$ cat config.mk
export PLATFORM = sky130hd
export DESIGN_NAME = ccs_fold
export DESIGN_NICKNAME = d
export VERILOG_FILES = /design/src/hw/rtl/ccs_pkg.sv /design/src/hw/rtl/ccs_fold.sv
export SDC_FILE = /design/constraint.sdc
export NUM_CORES = 1
export LEC_CHECK = 0
export BUFFER_PORTS_ARGS = -buffer_cell sky130_fd_sc_hd__buf_2
export CAP_MARGIN = 20
export CORE_MARGIN = 3
export CORE_UTILIZATION = 45
export DETAILED_ROUTE_END_ITERATION = 10
export GPL_TIMING_DRIVEN = 0
export MAX_ROUTING_LAYER = met4
export PLACE_DENSITY = 0.81
export SLEW_MARGIN = 15
export SYNTH_ARGS = -nofsm -noshare
export SYNTH_HDL_FRONTEND = slang
export SYNTH_SLANG_ARGS = --single-unit
$ cat constraint.sdc
create_clock -name clk -period 1.2 [get_ports clk]
set_input_delay 0.24 -clock clk [delete_from_list [all_inputs] [get_ports clk]]
set_output_delay 0.24 -clock clk [all_outputs]
set_load 0.005 [all_outputs]
$ cat src/hw/rtl/ccs_pkg.sv
package ccs_pkg;

    // Phase folding pivots (pi/2 and 3*pi/2 in phase units)
    localparam logic [31:0] PIVOT_Q1 = 32'h3fff_ffff;
    localparam logic [31:0] PIVOT_Q3 = 32'hbfff_fffd;

    // Inverse CORDIC gain word, s0.31 (about -0.607)
    localparam logic signed [31:0] GAIN_WORD = 32'shb245_8939;

    // Default rotation step count and arctangent table depth
    localparam int unsigned ROTATION_STEPS_DEFAULT = 31;
    localparam int unsigned ATAN_DEPTH = 32;

    // Arctangent of 2^-i, pi = 0xffffffff / 2
    localparam logic [31:0] ARCTAN_LUT [ATAN_DEPTH] = '{
        32'h1fffffff, 32'h12e4051d, 32'h09fb385b, 32'h051111d4,
        32'h028b0d43, 32'h0145d7e1, 32'h00a2f61e, 32'h00517c55,
        32'h0028be53, 32'h00145f2e, 32'h000a2f98, 32'h000517cc,
        32'h00028be6, 32'h000145f3, 32'h0000a2f9, 32'h0000517c,
        32'h000028be, 32'h0000145f, 32'h00000a2f, 32'h00000517,
        32'h0000028b, 32'h00000145, 32'h000000a2, 32'h00000051,
        32'h00000028, 32'h00000014, 32'h0000000a, 32'h00000005,
        32'h00000002, 32'h00000001, 32'h00000000, 32'h00000000
    };

    // Working vector and angle handed from cell to cell
    typedef struct packed {
        logic signed [31:0] x;
        logic signed [31:0] y;
        logic [31:0]        z;
    } stage_t;

endpackage

$ cat src/hw/rtl/ccs_fold.sv
module ccs_fold (
    input  logic            clk,
    input  logic            rst_n,
    input  logic            in_valid,
    input  logic [31:0]     phase,
    output logic            out_valid,
    output ccs_pkg::stage_t out_stage
);
    import ccs_pkg::*;

    logic   valid_reg;
    stage_t stage_reg;
    stage_t stage_next;

    // Quadrant fold: start vector sign and angle offset
    always_comb
    begin
        stage_next.y = '0;
        if (phase < PIVOT_Q1)
        begin
            stage_next.x = -GAIN_WORD;
            stage_next.z = phase + PIVOT_Q1;
        end
        else if (phase < PIVOT_Q3)
        begin
            stage_next.x = GAIN_WORD;
            stage_next.z = phase - PIVOT_Q1;
        end
        else
        begin
            stage_next.x = -GAIN_WORD;
            stage_next.z = phase - PIVOT_Q3;
        end
    end

    // Valid flag
    always_ff @(posedge clk or negedge rst_n)
    begin
        if (!rst_n)
            valid_reg <= 1'b0;
        else
            valid_reg <= in_valid;
    end

    // Payload, no reset
    always_ff @(posedge clk)
    begin
        stage_reg <= stage_next;
    end

    assign out_valid = valid_reg;
    assign out_stage = stage_reg;

endmodule

After elaboration in Yosys (flattened, before gate mapping)
Index checks and enable logic that the tools add are counted.

Order comparisons: 2. Mux-type cells: 3. $add $sub $neg: 3.

Operators with widths (count): $mux W32 (3); $add A32 B30 Y32 const B (1); $lt A32 B30 Y1 const B (1); $lt A32 B32 Y1 const B (1); $sub A32 B30 Y32 const B (1); $sub A32 B32 Y32 const B (1).

Input port bits: 35. Register bits: 65. Logic and storage cells: 11. Output and inout port bits: 97.

Depth between registers and ports, before layout
Depth after elaboration: 3. Gate-level depth with buffers: 9. Mapped depth without buffers: 8.

Least setup slack after synthesis
No wires, ideal clock.

Path type: input port to flip-flop. From: input port phase[18]. To: register stage_reg, in the netlist out_stage[29]. Stages on the path: 6. Path buffers: 0. Required time: 1080 ps. Library setup time: 120 ps. Setup slack: -1055 ps. Data arrival time: 2135 ps. Path through: or4_4 > or4_4 > or4_4 > nor3b_2 > a41oi_1 > xnor2_1.

RTL lines: from (decl) (RTL line ccs_fold.sv:5) `input logic [31:0] phase,`; to (signal assigned) (RTL line ccs_fold.sv:48) `stage_reg <= stage_next;`; to (decl) (RTL line ccs_fold.sv:12) `stage_t stage_reg;`.

==> impl_metrics.env <==
export IMPL_status="finished with violations"
export IMPL_violations="negative setup slack"
export IMPL_p_per_area_mw_per_mm2=792
export IMPL_synth_compound_area_share_pct=11.8
export IMPL_p_leak_nw=2.02
export IMPL_gp_congestion=0.906
export IMPL_fp_row_count=26
export IMPL_critPathLaunchType="input port"
export IMPL_port_buffers=94
export IMPL_p_seq_share_pct=35.8
export IMPL_clkPwrFrac_pct=30.9
export IMPL_fp_coreArea_mm2=0.00517
export IMPL_wl_um=11400
export IMPL_synthCells=288
export IMPL_synth_edf_count=0
export IMPL_ys_seq_area_share_pct=29.1
export IMPL_grt_pass1_wl_um=13500
export IMPL_die_area_mm2=0.00631
export IMPL_post_drt_via_cell_ratio=5.80
export IMPL_setup_tns_ps=-23520
export IMPL_cts_sinks=35
export IMPL_num_nets_final=502
export IMPL_rsz0062_at_grt="true"
export IMPL_critPathRequiredTime_ps=1380
export IMPL_clock_fmax_mhz=451
export IMPL_grt_busiest_layer="met2"
export IMPL_syn_area_per_cell_um2=8.43
export IMPL_crit_family="simple AND/OR/NAND/NOR gates"
export IMPL_drcViolationCount=0
export IMPL_power_internal_mw=2.51
export IMPL_post_route_period_util_pct=185
export IMPL_hold_path_class="input port to register"
export IMPL_slew_viol_final=0
export IMPL_cp_startpoint="phase[17]"
export IMPL_design_area_mm2=0.00446
export IMPL_switching_share_pct=28.9
export IMPL_period_minus_slack_ps=2220
export IMPL_relSlewSlack_pct=59.4
export IMPL_clk_pin_slew_ps=80
export IMPL_n_fill_cell=253
export IMPL_wl_per_cell_um=21.1
export IMPL_hpwl_um=4870
export IMPL_io_pins=132
export IMPL_worst_path_buf_inv=3
export IMPL_drt_iter0_markers=353
export IMPL_area_growth_synth_to_final_pct=83.8
export IMPL_worstSetupPathType="input port to register"
export IMPL_synth_seq_cells=35
export IMPL_critPathCaptureType="register"
export IMPL_hold_viol=0
export IMPL_cap_violations=0
export IMPL_cts_buffer_depth=2
export IMPL_grt_ovfl_total=0
export IMPL_cp_cell_sequence="buf_8, or4_4, or4_4, buf_6, buf_6, nor4_4, nor3b_4, a41oi_2, xnor2_1"
export IMPL_ir_drop_mv=0.561
export IMPL_layout_setup_ws_ps=-1020
export IMPL_die_h_um=79.5
export IMPL_postRouteAntennaNets=0
export IMPL_cts_made_buffers=5
export IMPL_synthSimpleGateAreaFrac_pct=25.1
export IMPL_async_flop_share_pct=2.86
export IMPL_synth_top_family_by_area="simple AND/OR/NAND/NOR gates"
export IMPL_synthAdderAreaFrac_pct=1.03
export IMPL_grt_met3_usage_pct=6.09
export IMPL_synthTopCellsByArea="dfxtp_1 28%, buf_4 19%, xnor2_1 10%, a31oi_1 3.3%, nor2_1 3.2%"
export IMPL_drive_gt1_share_pct=61.8
export IMPL_cp_depth=9
export IMPL_critical_path_slowest_cell="or4_4"
export IMPL_synth_warnings=0
export IMPL_grt_pass1_vias=2673
export IMPL_grt_max_degree=14
export IMPL_synth_top_area_share_pct=28.0
export IMPL_cp_endpoint="out_stage[26]"
export IMPL_combPwrFrac_pct=33.3
export IMPL_synth_mux_area_share_pct=0
export IMPL_dpl_cell_area_mm2=0.00323
export IMPL_synth_flop_cell="dfxtp_1"
export IMPL_syn_area_mm2=0.00243
export IMPL_htreeDepth=2
export IMPL_initial_core_util_pct=47.0
export IMPL_gr_usage_met1_pct=33.1
export IMPL_ys_types=51
export IMPL_die_w_um=79.5
export IMPL_worst_slew_pin_transition_ps=609
export IMPL_setup_viol=61
export IMPL_root_buffer="clkbuf_8"
export IMPL_drtPass1Iterations=5
export IMPL_gr_usage_met2_pct=45.2
export IMPL_synth_xor_area_share_pct=10.5
export IMPL_cts_tree="built"
export IMPL_antenna_found_initial=1
export IMPL_vias=3117
export IMPL_cp_arrival_ps=2390
export IMPL_grt_use_total_pct=28.0
export IMPL_cpPeakStageDelay_ps=530
export IMPL_synth_top_area_cell="dfxtp_1"
export IMPL_switchingPower_mw=1.02
export IMPL_cp_max_fo=3
-- worst min path at each step --
stage | startpoint | to | slack [ps] | depth (start not counted)
after floorplan | rst_n | out_valid | -60 | 0
after global placement | rst_n | out_valid | 10 | 1
after detailed placement | rst_n | out_valid | 20 | 1
after CTS | in_valid | out_valid | 60 | 1
after global routing | in_valid | out_valid | 40 | 1
final | in_valid | out_valid | 40 | 1
-- cells by family (layout without fill, tap and decap cells) --
family,count (synthesis),in the layout
simple gates,103,103
buf+inv,76,223
compound gates,41,41
flops,35,35
xor+xnor,29,29
fa+ha+maj,2,2
other cells,2,34
-- cell usage after synthesis, drive strengths merged (3+ instances only) --
cell type / number
or4: 3
and4: 6
and2: 4
buf: 67
xnor2: 28
nand4: 5
nor4: 13
nand3b: 4
a22oi: 4
dfxtp: 34
inv: 5
nand3: 7
or3: 5
nor2: 21
a31oi: 13
a21oi: 7
clkbuf: 4
a41oi: 6
nand2: 10
nor3: 6
or2: 6
and3: 7
-- layout make-up --
class                      instances  area, um^2  area share (%)
multi-input combinational        208        1710            38.3
buffer                            71         664            14.9
tap                               70        87.6            1.96
sequential                        35         713            16.0
antenna                            1        2.50          0.0561
timing repair buffer             139        1160            26.0
clock inverter                     1        30.0           0.673
clock buffer                       7        76.3            1.71
inverter                           5        18.8           0.420
-- registers in the layout (all words and copies together) (netlist names) --
register   cells
out_stage     34
out_valid      1
-- layout by cell type (no fill, tap or decap), types with 7 or more instances in the layout --
cell and count:
buf_2 54, buf_4 72, buf_6 64, buf_8 8, conb_1 33, dfxtp_1 32, nand2_1 7, nor2_1 16
nor4_1 7, xnor2_1 27
-- per-stage QoR --
step	setup WS, ps	hold slack [ps]	total power, mW	std cells	utilization [%]
2_1_floorplan	-1000	-55.6	1.72	319	-
6_report	-1020	43.6	3.54	537	86.3
5_1_grt	-1070	44.3	3.63	537	86.3
3_5_place_dp	-1290	15.6	2.01	483	62.4
3_3_place_gp	-1250	14.6	2.00	483	62.4
4_1_cts	-953	55.9	3.21	515	75.5
-- timing repair --
action / CTS / global route
buffers inserted: 21 / 21
resized for setup: 91 / 79
hold buffers: 1 / 0
endpoints found under the setup margin: 64 / 61
pin swaps: 17 / 31
cloned: 2 / 0
hold endpoints to repair: 1 / 0
-- power by group through the flow --
stage	clock, mW	combinational [mW]	sequential [mW]
5_1_grt	1.13	1.23	1.27
4_1_cts	1.05	0.890	1.27
6_report	1.09	1.18	1.27
3_5_place_dp	0	0.717	1.30
2_1_floorplan	0	0.412	1.31
3_3_place_gp	0	0.704	1.30
-- metal layers --
metal / up-vias / part of all wire (%)
li1: 1292 / -
met4: 0 / 7.1
met5: - / 0
met2: 335 / 45
met1: 1389 / 36
met3: 101 / 12
No activity file was read; power rests on OpenSTA's default activity.
