==> config.mk <==
export PLATFORM = sky130hd
export DESIGN_NAME = ccs_cell
export DESIGN_NICKNAME = d
export VERILOG_FILES = /design/src/hw/rtl/ccs_pkg.sv /design/src/hw/rtl/ccs_cell.sv
export SDC_FILE = /design/constraint.sdc
export NUM_CORES = 1
export LEC_CHECK = 0
export BUFFER_PORTS_ARGS = -buffer_cell sky130_fd_sc_hd__buf_2
export CORE_MARGIN = 4
export CORE_UTILIZATION = 50
export CTS_BUF_LIST = sky130_fd_sc_hd__clkbuf_4
export CTS_CLUSTER_DIAMETER = 30
export DETAILED_ROUTE_END_ITERATION = 10
export GPL_TIMING_DRIVEN = 0
export PLACE_DENSITY = 0.74
export SLEW_MARGIN = 20
export SYNTH_ARGS = -nofsm -noshare
export SYNTH_HDL_FRONTEND = slang
export SYNTH_SLANG_ARGS = --single-unit
export TNS_END_PERCENT = 5
==> constraint.sdc <==
create_clock -name clk -period 0.8 [get_ports clk]
set_clock_uncertainty 0.05 [all_clocks]
set_input_delay 0 -clock clk [delete_from_list [all_inputs] [get_ports clk]]
set_output_delay 0 -clock clk [all_outputs]
set_load 0.005 [all_outputs]
==> src/hw/rtl/ccs_pkg.sv <==
package ccs_pkg;

    // Phase folding pivots (pi/2 and 3*pi/2 in phase units)
    localparam logic [31:0] PIVOT_Q1 = 32'h3fff_ffff;
    localparam logic [31:0] PIVOT_Q3 = 32'hbfff_fffd;

    // Inverse CORDIC gain word, s0.31 (about -0.607)
    localparam logic signed [31:0] GAIN_WORD = 32'shb245_8939;

    // Default rotation step count and arctangent table depth
    localparam int unsigned ROTATION_STEPS_DEFAULT = 31;
    localparam int unsigned ATAN_DEPTH = 32;

    // Arctangent of 2^-i, pi = 0xffffffff / 2
    localparam logic [31:0] ARCTAN_LUT [ATAN_DEPTH] = '{
        32'h1fffffff, 32'h12e4051d, 32'h09fb385b, 32'h051111d4,
        32'h028b0d43, 32'h0145d7e1, 32'h00a2f61e, 32'h00517c55,
        32'h0028be53, 32'h00145f2e, 32'h000a2f98, 32'h000517cc,
        32'h00028be6, 32'h000145f3, 32'h0000a2f9, 32'h0000517c,
        32'h000028be, 32'h0000145f, 32'h00000a2f, 32'h00000517,
        32'h0000028b, 32'h00000145, 32'h000000a2, 32'h00000051,
        32'h00000028, 32'h00000014, 32'h0000000a, 32'h00000005,
        32'h00000002, 32'h00000001, 32'h00000000, 32'h00000000
    };

    // Working vector and angle handed from cell to cell
    typedef struct packed {
        logic signed [31:0] x;
        logic signed [31:0] y;
        logic [31:0]        z;
    } stage_t;

endpackage

==> src/hw/rtl/ccs_cell.sv <==
module ccs_cell #(
    parameter int unsigned STEP = 0
) (
    input  logic            clk,
    input  logic            rst_n,
    input  logic            in_valid,
    input  ccs_pkg::stage_t in_stage,
    output logic            out_valid,
    output ccs_pkg::stage_t out_stage
);
    import ccs_pkg::*;

    localparam int unsigned SHIFT = STEP % ATAN_DEPTH;
    localparam logic [31:0] ANGLE = ARCTAN_LUT[SHIFT];

    logic               valid_reg;
    stage_t             stage_reg;
    stage_t             stage_next;
    logic signed [31:0] x_shift;
    logic signed [31:0] y_shift;
    logic               rotate_neg;

    // One micro-rotation; direction set by z against the pivot
    always_comb
    begin
        x_shift    = in_stage.x >>> SHIFT;
        y_shift    = in_stage.y >>> SHIFT;
        rotate_neg = (in_stage.z >= PIVOT_Q1);
        if (rotate_neg)
        begin
            stage_next.x = in_stage.x - y_shift;
            stage_next.y = in_stage.y + x_shift;
            stage_next.z = in_stage.z - ANGLE;
        end
        else
        begin
            stage_next.x = in_stage.x + y_shift;
            stage_next.y = in_stage.y - x_shift;
            stage_next.z = in_stage.z + ANGLE;
        end
    end

    // Valid flag
    always_ff @(posedge clk or negedge rst_n)
    begin
        if (!rst_n)
            valid_reg <= 1'b0;
        else
            valid_reg <= in_valid;
    end

    // Payload, no reset
    always_ff @(posedge clk)
    begin
        stage_reg <= stage_next;
    end

    assign out_valid = valid_reg;
    assign out_stage = stage_reg;

endmodule

* After elaboration in Yosys (flattened, before gate mapping)
Cells that the tools add are included.
** Word-level totals
- Bits in registers :: 97
- Bits in latches :: 0
- Bits in writable memories :: 0
- Memory bits (read-only) :: 0
- Bits of input ports :: 99
- Output and inout bits :: 97
- Word-level logic and storage cells :: 11
- Memories kept :: 0
** Cells by class
- Add/sub/neg operators :: 5
- $mul :: 0
- Divide/modulo/power cells :: 0
- Magnitude comparators :: 1
- Equality and inequality tests :: 0
- Shift operators :: 0
- Mux-type cells :: 1
- Bitwise logic cells :: 0
- Reduce and logical (&&, ||, !) cells :: 0
** Operators by type and width (number)
- 96-bit 2-to-1 mux :: 1
- 32-bit subtractor :: 2
- 32-bit by 29-bit adder with 32-bit output, second input constant :: 1
- 32-bit adder :: 1
- 32-bit by 30-bit greater-or-equal comparator with 1-bit output, second input constant :: 1
- 32-bit by 29-bit subtractor with 32-bit output, second input constant :: 1

* Depth between registers and ports, before layout
- Depth after elaboration :: 2
- Mapped depth :: 20
- Mapped depth without buffers :: 16

* Worst setup path after synthesis
Ideal clock, no wire load.
- Path kind :: in2reg
- Start :: in in_stage[15] in the netlist's numbering
- End :: reg stage_reg, in the netlist out_stage[26]
- Setup time :: 0.072 ns
- Arrival :: 4.214 ns
- Data required time :: 0.678 ns
- Slack :: -3.535 ns
- Stages on the path :: 20
- Buffers on the path :: 4
- Cell sequence :: buf_2 -> and3_1 -> nand4_1 -> and4bb_2 -> a21oi_2 -> inv_1 -> clkbuf_1 -> buf_2 -> buf_1 -> xnor2_1 -> ha_1 -> or4_4 -> or3_4 -> or4_4 -> a21oi_4 -> a21oi_2 -> nor3_2 -> o2bb2ai_1 -> o32ai_2 -> xor2_1
** RTL lines
- start: declaration :: RTL line ccs_cell.sv:7 : input ccs_pkg::stage_t in_stage,
- end signal: assignment :: RTL line ccs_cell.sv:55 : stage_reg <= stage_next;
- end: declaration :: RTL line ccs_cell.sv:17 : stage_t stage_reg;

==> results.yml <==
critical_path:
  timing.critical_path.arrival_ns: 3.64
  path_cells: "buf_12 -> and3_4 -> nand4_1 -> and4bb_2 -> a21oi_4 -> inv_2 -> buf_8 -> buf_8 -> buf_12 -> xnor2_4 -> ha_2 -> or4_4 -> or3_4 -> or4_4 -> nor4_4 -> o22ai_2 -> nand3_2 -> nand4_1 -> a31oi_1 -> xnor2_1"
  critical_path.startpoint_type: "input port"
  slowest_delay_ns: 0.47
  crit_path_end_kind: "register"
  timing.critical_path.fanout_max: 2
  cpMaxStageDelayCell: "or4_4"
  cp.required_ns: 1.20
  criticalPathCategory: "in -> reg"
power_and_ir_drop:
  cellPowerDensity_nw_per_um2: 1470
  p_int_mw: 10.1
  power.switching_fraction_pct: 37.7
  net-switching-power_mw: 6.14
  cellLeakagePower_nw: 5.03
  ir_drop_mv: 0.878
  sequentialPowerShare_pct: 36.7
  fin_total_pwr_mw: 16.3
  pwr-share-clk_pct: 19.4
  combPwrFrac_pct: 43.8
synth:
  netlist.top_cell.by_area: "dfxtp_1"
  synth_seq_cells: 96
  synth_top_cells_by_area: "dfxtp_1 (23%), ha_1 (14%), xnor2_1 (7.3%)"
  synth_ff_type: "dfxtp_1"
  synth_enable_flop_cells: 0
  mappedNetlistArea_um2: 8390
  postSynthNetCount: 1304
  postSynthAreaPerCell_um2: 7.58
  synth.top_cell.area_share_pct: 22.7
  synth_seq_area_share_pct: 23.0
  synthesized_instance_count: 1106
  asyncSetResetFlopFracSynth_pct: 1.04
  post_synthesis_cell_type_count: 75
  synthesis.yosys.warnings: 0
run_status:
  outcome: "finished with violations"
  failed_checks: "hold timing, setup timing"
timing:
  tightestPinTransition_ns: 0.897
  finalMaxSlewViolations: 0
  maxSlewHeadroom_pct: 39.4
  tmin_final_ns: 3.25
  hold_ws_ns: -0.164
  rsz0062_at_grt: "yes"
  timing.final.hold_violations: 13
  post-route-period-util_pct: 406
  highest_achievable_clock_rate_mhz: 308
  fin_ws_ns: -2.45
  setup-violations-final: 190
layout:
  seqCellArea_um2: 1950
  layout.cells.most_common_list: "buf_2 (176), a21oi_1 (113), ha_1 (94)"
  fraction_of_final_layout_cells_with_drive_strength_greater_than_1_pct: 27.9
  syn_to_final_growth_pct: 32.4
  final_nets: 1559
  final_core_utilization_pct: 67.2
  layout_commonest_cell: "buf_2"
  multi_input_comb_area_um2: 6370
  final_instance_area_um2: 11100
  filler_cell_count: 1394
route:
  wirelength_um: 30100
  viasPerCell: 5.95
  dr.pass1.iters: 6
  drc_errors: 0
  via_count: 9453
  detail_route_antenna_nets: 0
  routed_wire_length_per_instance_um: 19.0
  dr.first_iter.drc_count: 1076
placed_design:
  gpl.final_weighted_congestion: 0.992
  placed_cell_area_um2: 9640
  placement.setup.worst_slack_ns: -3.55
  place.port_buffers: 184
  dp.final_hpwl_um: 21400
global_route:
  grt_antenna_before_repair: 3
  top_usage_layer: "met2"
  global_route.usage.met1_pct: 38.5
  grt_first_pass_wirelength_um: 44800
  grt_max_degree: 17
  overflow: 0
  global_route.usage.total_pct: 30.1
  grt_use_met2_pct: 49.0
  globalRouteMet3Util_pct: 4.49
  grt_pass1_vias: 8760
die:
  core_um2: 16500
  rows: 47
  ioPinCount: 196
  die_area_um2: 18900
  dieHeight_um: 138
  die_w_um: 138
  initial_core_utilization_pct: 50.7
clock_tree:
  cts_inserted_buffers: 9
  clock-root-buffer: "clkbuf_4"
  cts_num_sinks: 96
  post_cts_clock_slew_at_the_launch_and_capture_registers_of_the_worst_setup_and_hold_paths_ns: 0.16
  htree_num_levels: 3
  tritoncts: "built"
  clock_tree.buffer_depth: 2
hold_path:
  holdCritPathClass: "in -> reg"
flow_run:
  cap_viol_max_count: 0
## power groups by stage
stage / Combinational, mW / Sequential, mW / Clock [mW]
after floorplan: 3.52 / 6.19 / 0
after global placement: 6.04 / 6.03 / 0
after detailed placement: 6.08 / 6.04 / 0
after CTS: 6.63 / 5.94 / 3.22
after global routing: 7.70 / 6.08 / 3.43
final: 7.14 / 5.98 / 3.16
## synthesized netlist by cell type (all sizes together) (4+ instances only)
| cell | n |
|---|---|
| and2 | 4 |
| a21o | 25 |
| a21boi | 4 |
| nand2b | 11 |
| clkbuf | 37 |
| nor2 | 78 |
| a41oi | 4 |
| nor3 | 34 |
| a2111oi | 4 |
| or4 | 9 |
| nor4 | 17 |
| xnor2 | 70 |
| nor2b | 7 |
| buf | 23 |
| o211ai | 5 |
| o31ai | 13 |
| o21ai | 72 |
| or2 | 7 |
| nand2 | 80 |
| o21bai | 12 |
| and3 | 9 |
| a21oi | 125 |
| a31oi | 12 |
| xor2 | 24 |
| nand3 | 23 |
| o41ai | 4 |
| mux2i | 15 |
| dfxtp | 95 |
| nand4 | 20 |
| a31o | 5 |
| or3 | 12 |
| ha | 96 |
| o21a | 4 |
| a211oi | 11 |
| inv | 95 |
## routing by layer
metal / share of wire [%] / vias to the layer above
met1: 40 / 4317
met4: 5.5 / 2
met2: 45 / 604
li1: - / 4392
met5: 0.066 / -
met3: 9.8 / 138
## flip-flops by register name (all words and copies together), names as in the netlist
signal / flops
out_stage: 95
out_valid: 1
## path summary, 6_finish.rpt
check	from	to	slack, ns	cells after the start
max in group asynchronous	rst_n	out_valid$_DFF_PN0_	0.33	3
hold / removal	in_stage[30]	out_stage[30]$_DFF_P_	-0.16	3
min in group asynchronous	rst_n	out_valid$_DFF_PN0_	0.27	3
setup / recovery	in_stage[15]	out_stage[30]$_DFF_P_	-2.45	20
## worst max-delay path, delay by kind of cell
kind            cells  cell delay, ns
fa+ha+maj           1            0.17
simple gates        9            2.19
buf+inv             5            0.52
xor+xnor            2            0.25
compound gates      3            0.49
## area by class of cell
cell class / count / area share, %
multi-input cells: 853 / 57.3
flip-flops and latches: 96 / 17.6
repair buffers: 245 / 14.0
plain buffers: 59 / 3.75
inverters: 97 / 3.29
well taps: 220 / 2.48
clock inverters: 6 / 0.812
clock buffers: 10 / 0.676
diodes: 2 / 0.0451
## cells by family (layout without fill, tap and decap cells)
logic type                 Yosys count  in the layout  share of synthesized area [%]
xor gates and xnor gates            94             94                           9.82
adders and majority gates           99             99                           15.0
buffers and inverters              157            417                           7.21
AOI/OAI and AO/OA                  322            322                           23.9
DFF                                 96             96                           23.0
other                                0              2                              0
and+or+nand+nor                    323            323                           19.2
muxes                               15             15                           1.79
## per-stage QoR
stage | hold slack (ns) | setup TNS [ns] | std cells
6_report | -0.164 | -140.05 | 1588
3_3_place_gp | -0.276 | -212.15 | 1510
4_1_cts | -0.199 | -144.24 | 1581
5_1_grt | -0.170 | -151.23 | 1588
2_1_floorplan | -0.346 | -142.61 | 1106
3_5_place_dp | -0.274 | -212.00 | 1510
## repair_timing
action                                  in CTS  in global routing
hold buffers                                34                  1
resized for setup                          112                 96
buffers inserted                            22                  4
pin swaps                                   30                 22
endpoints found under the hold margin       48                 14
endpoints found under the setup margin     190                190
No activity file was read; power rests on OpenSTA's default activity.
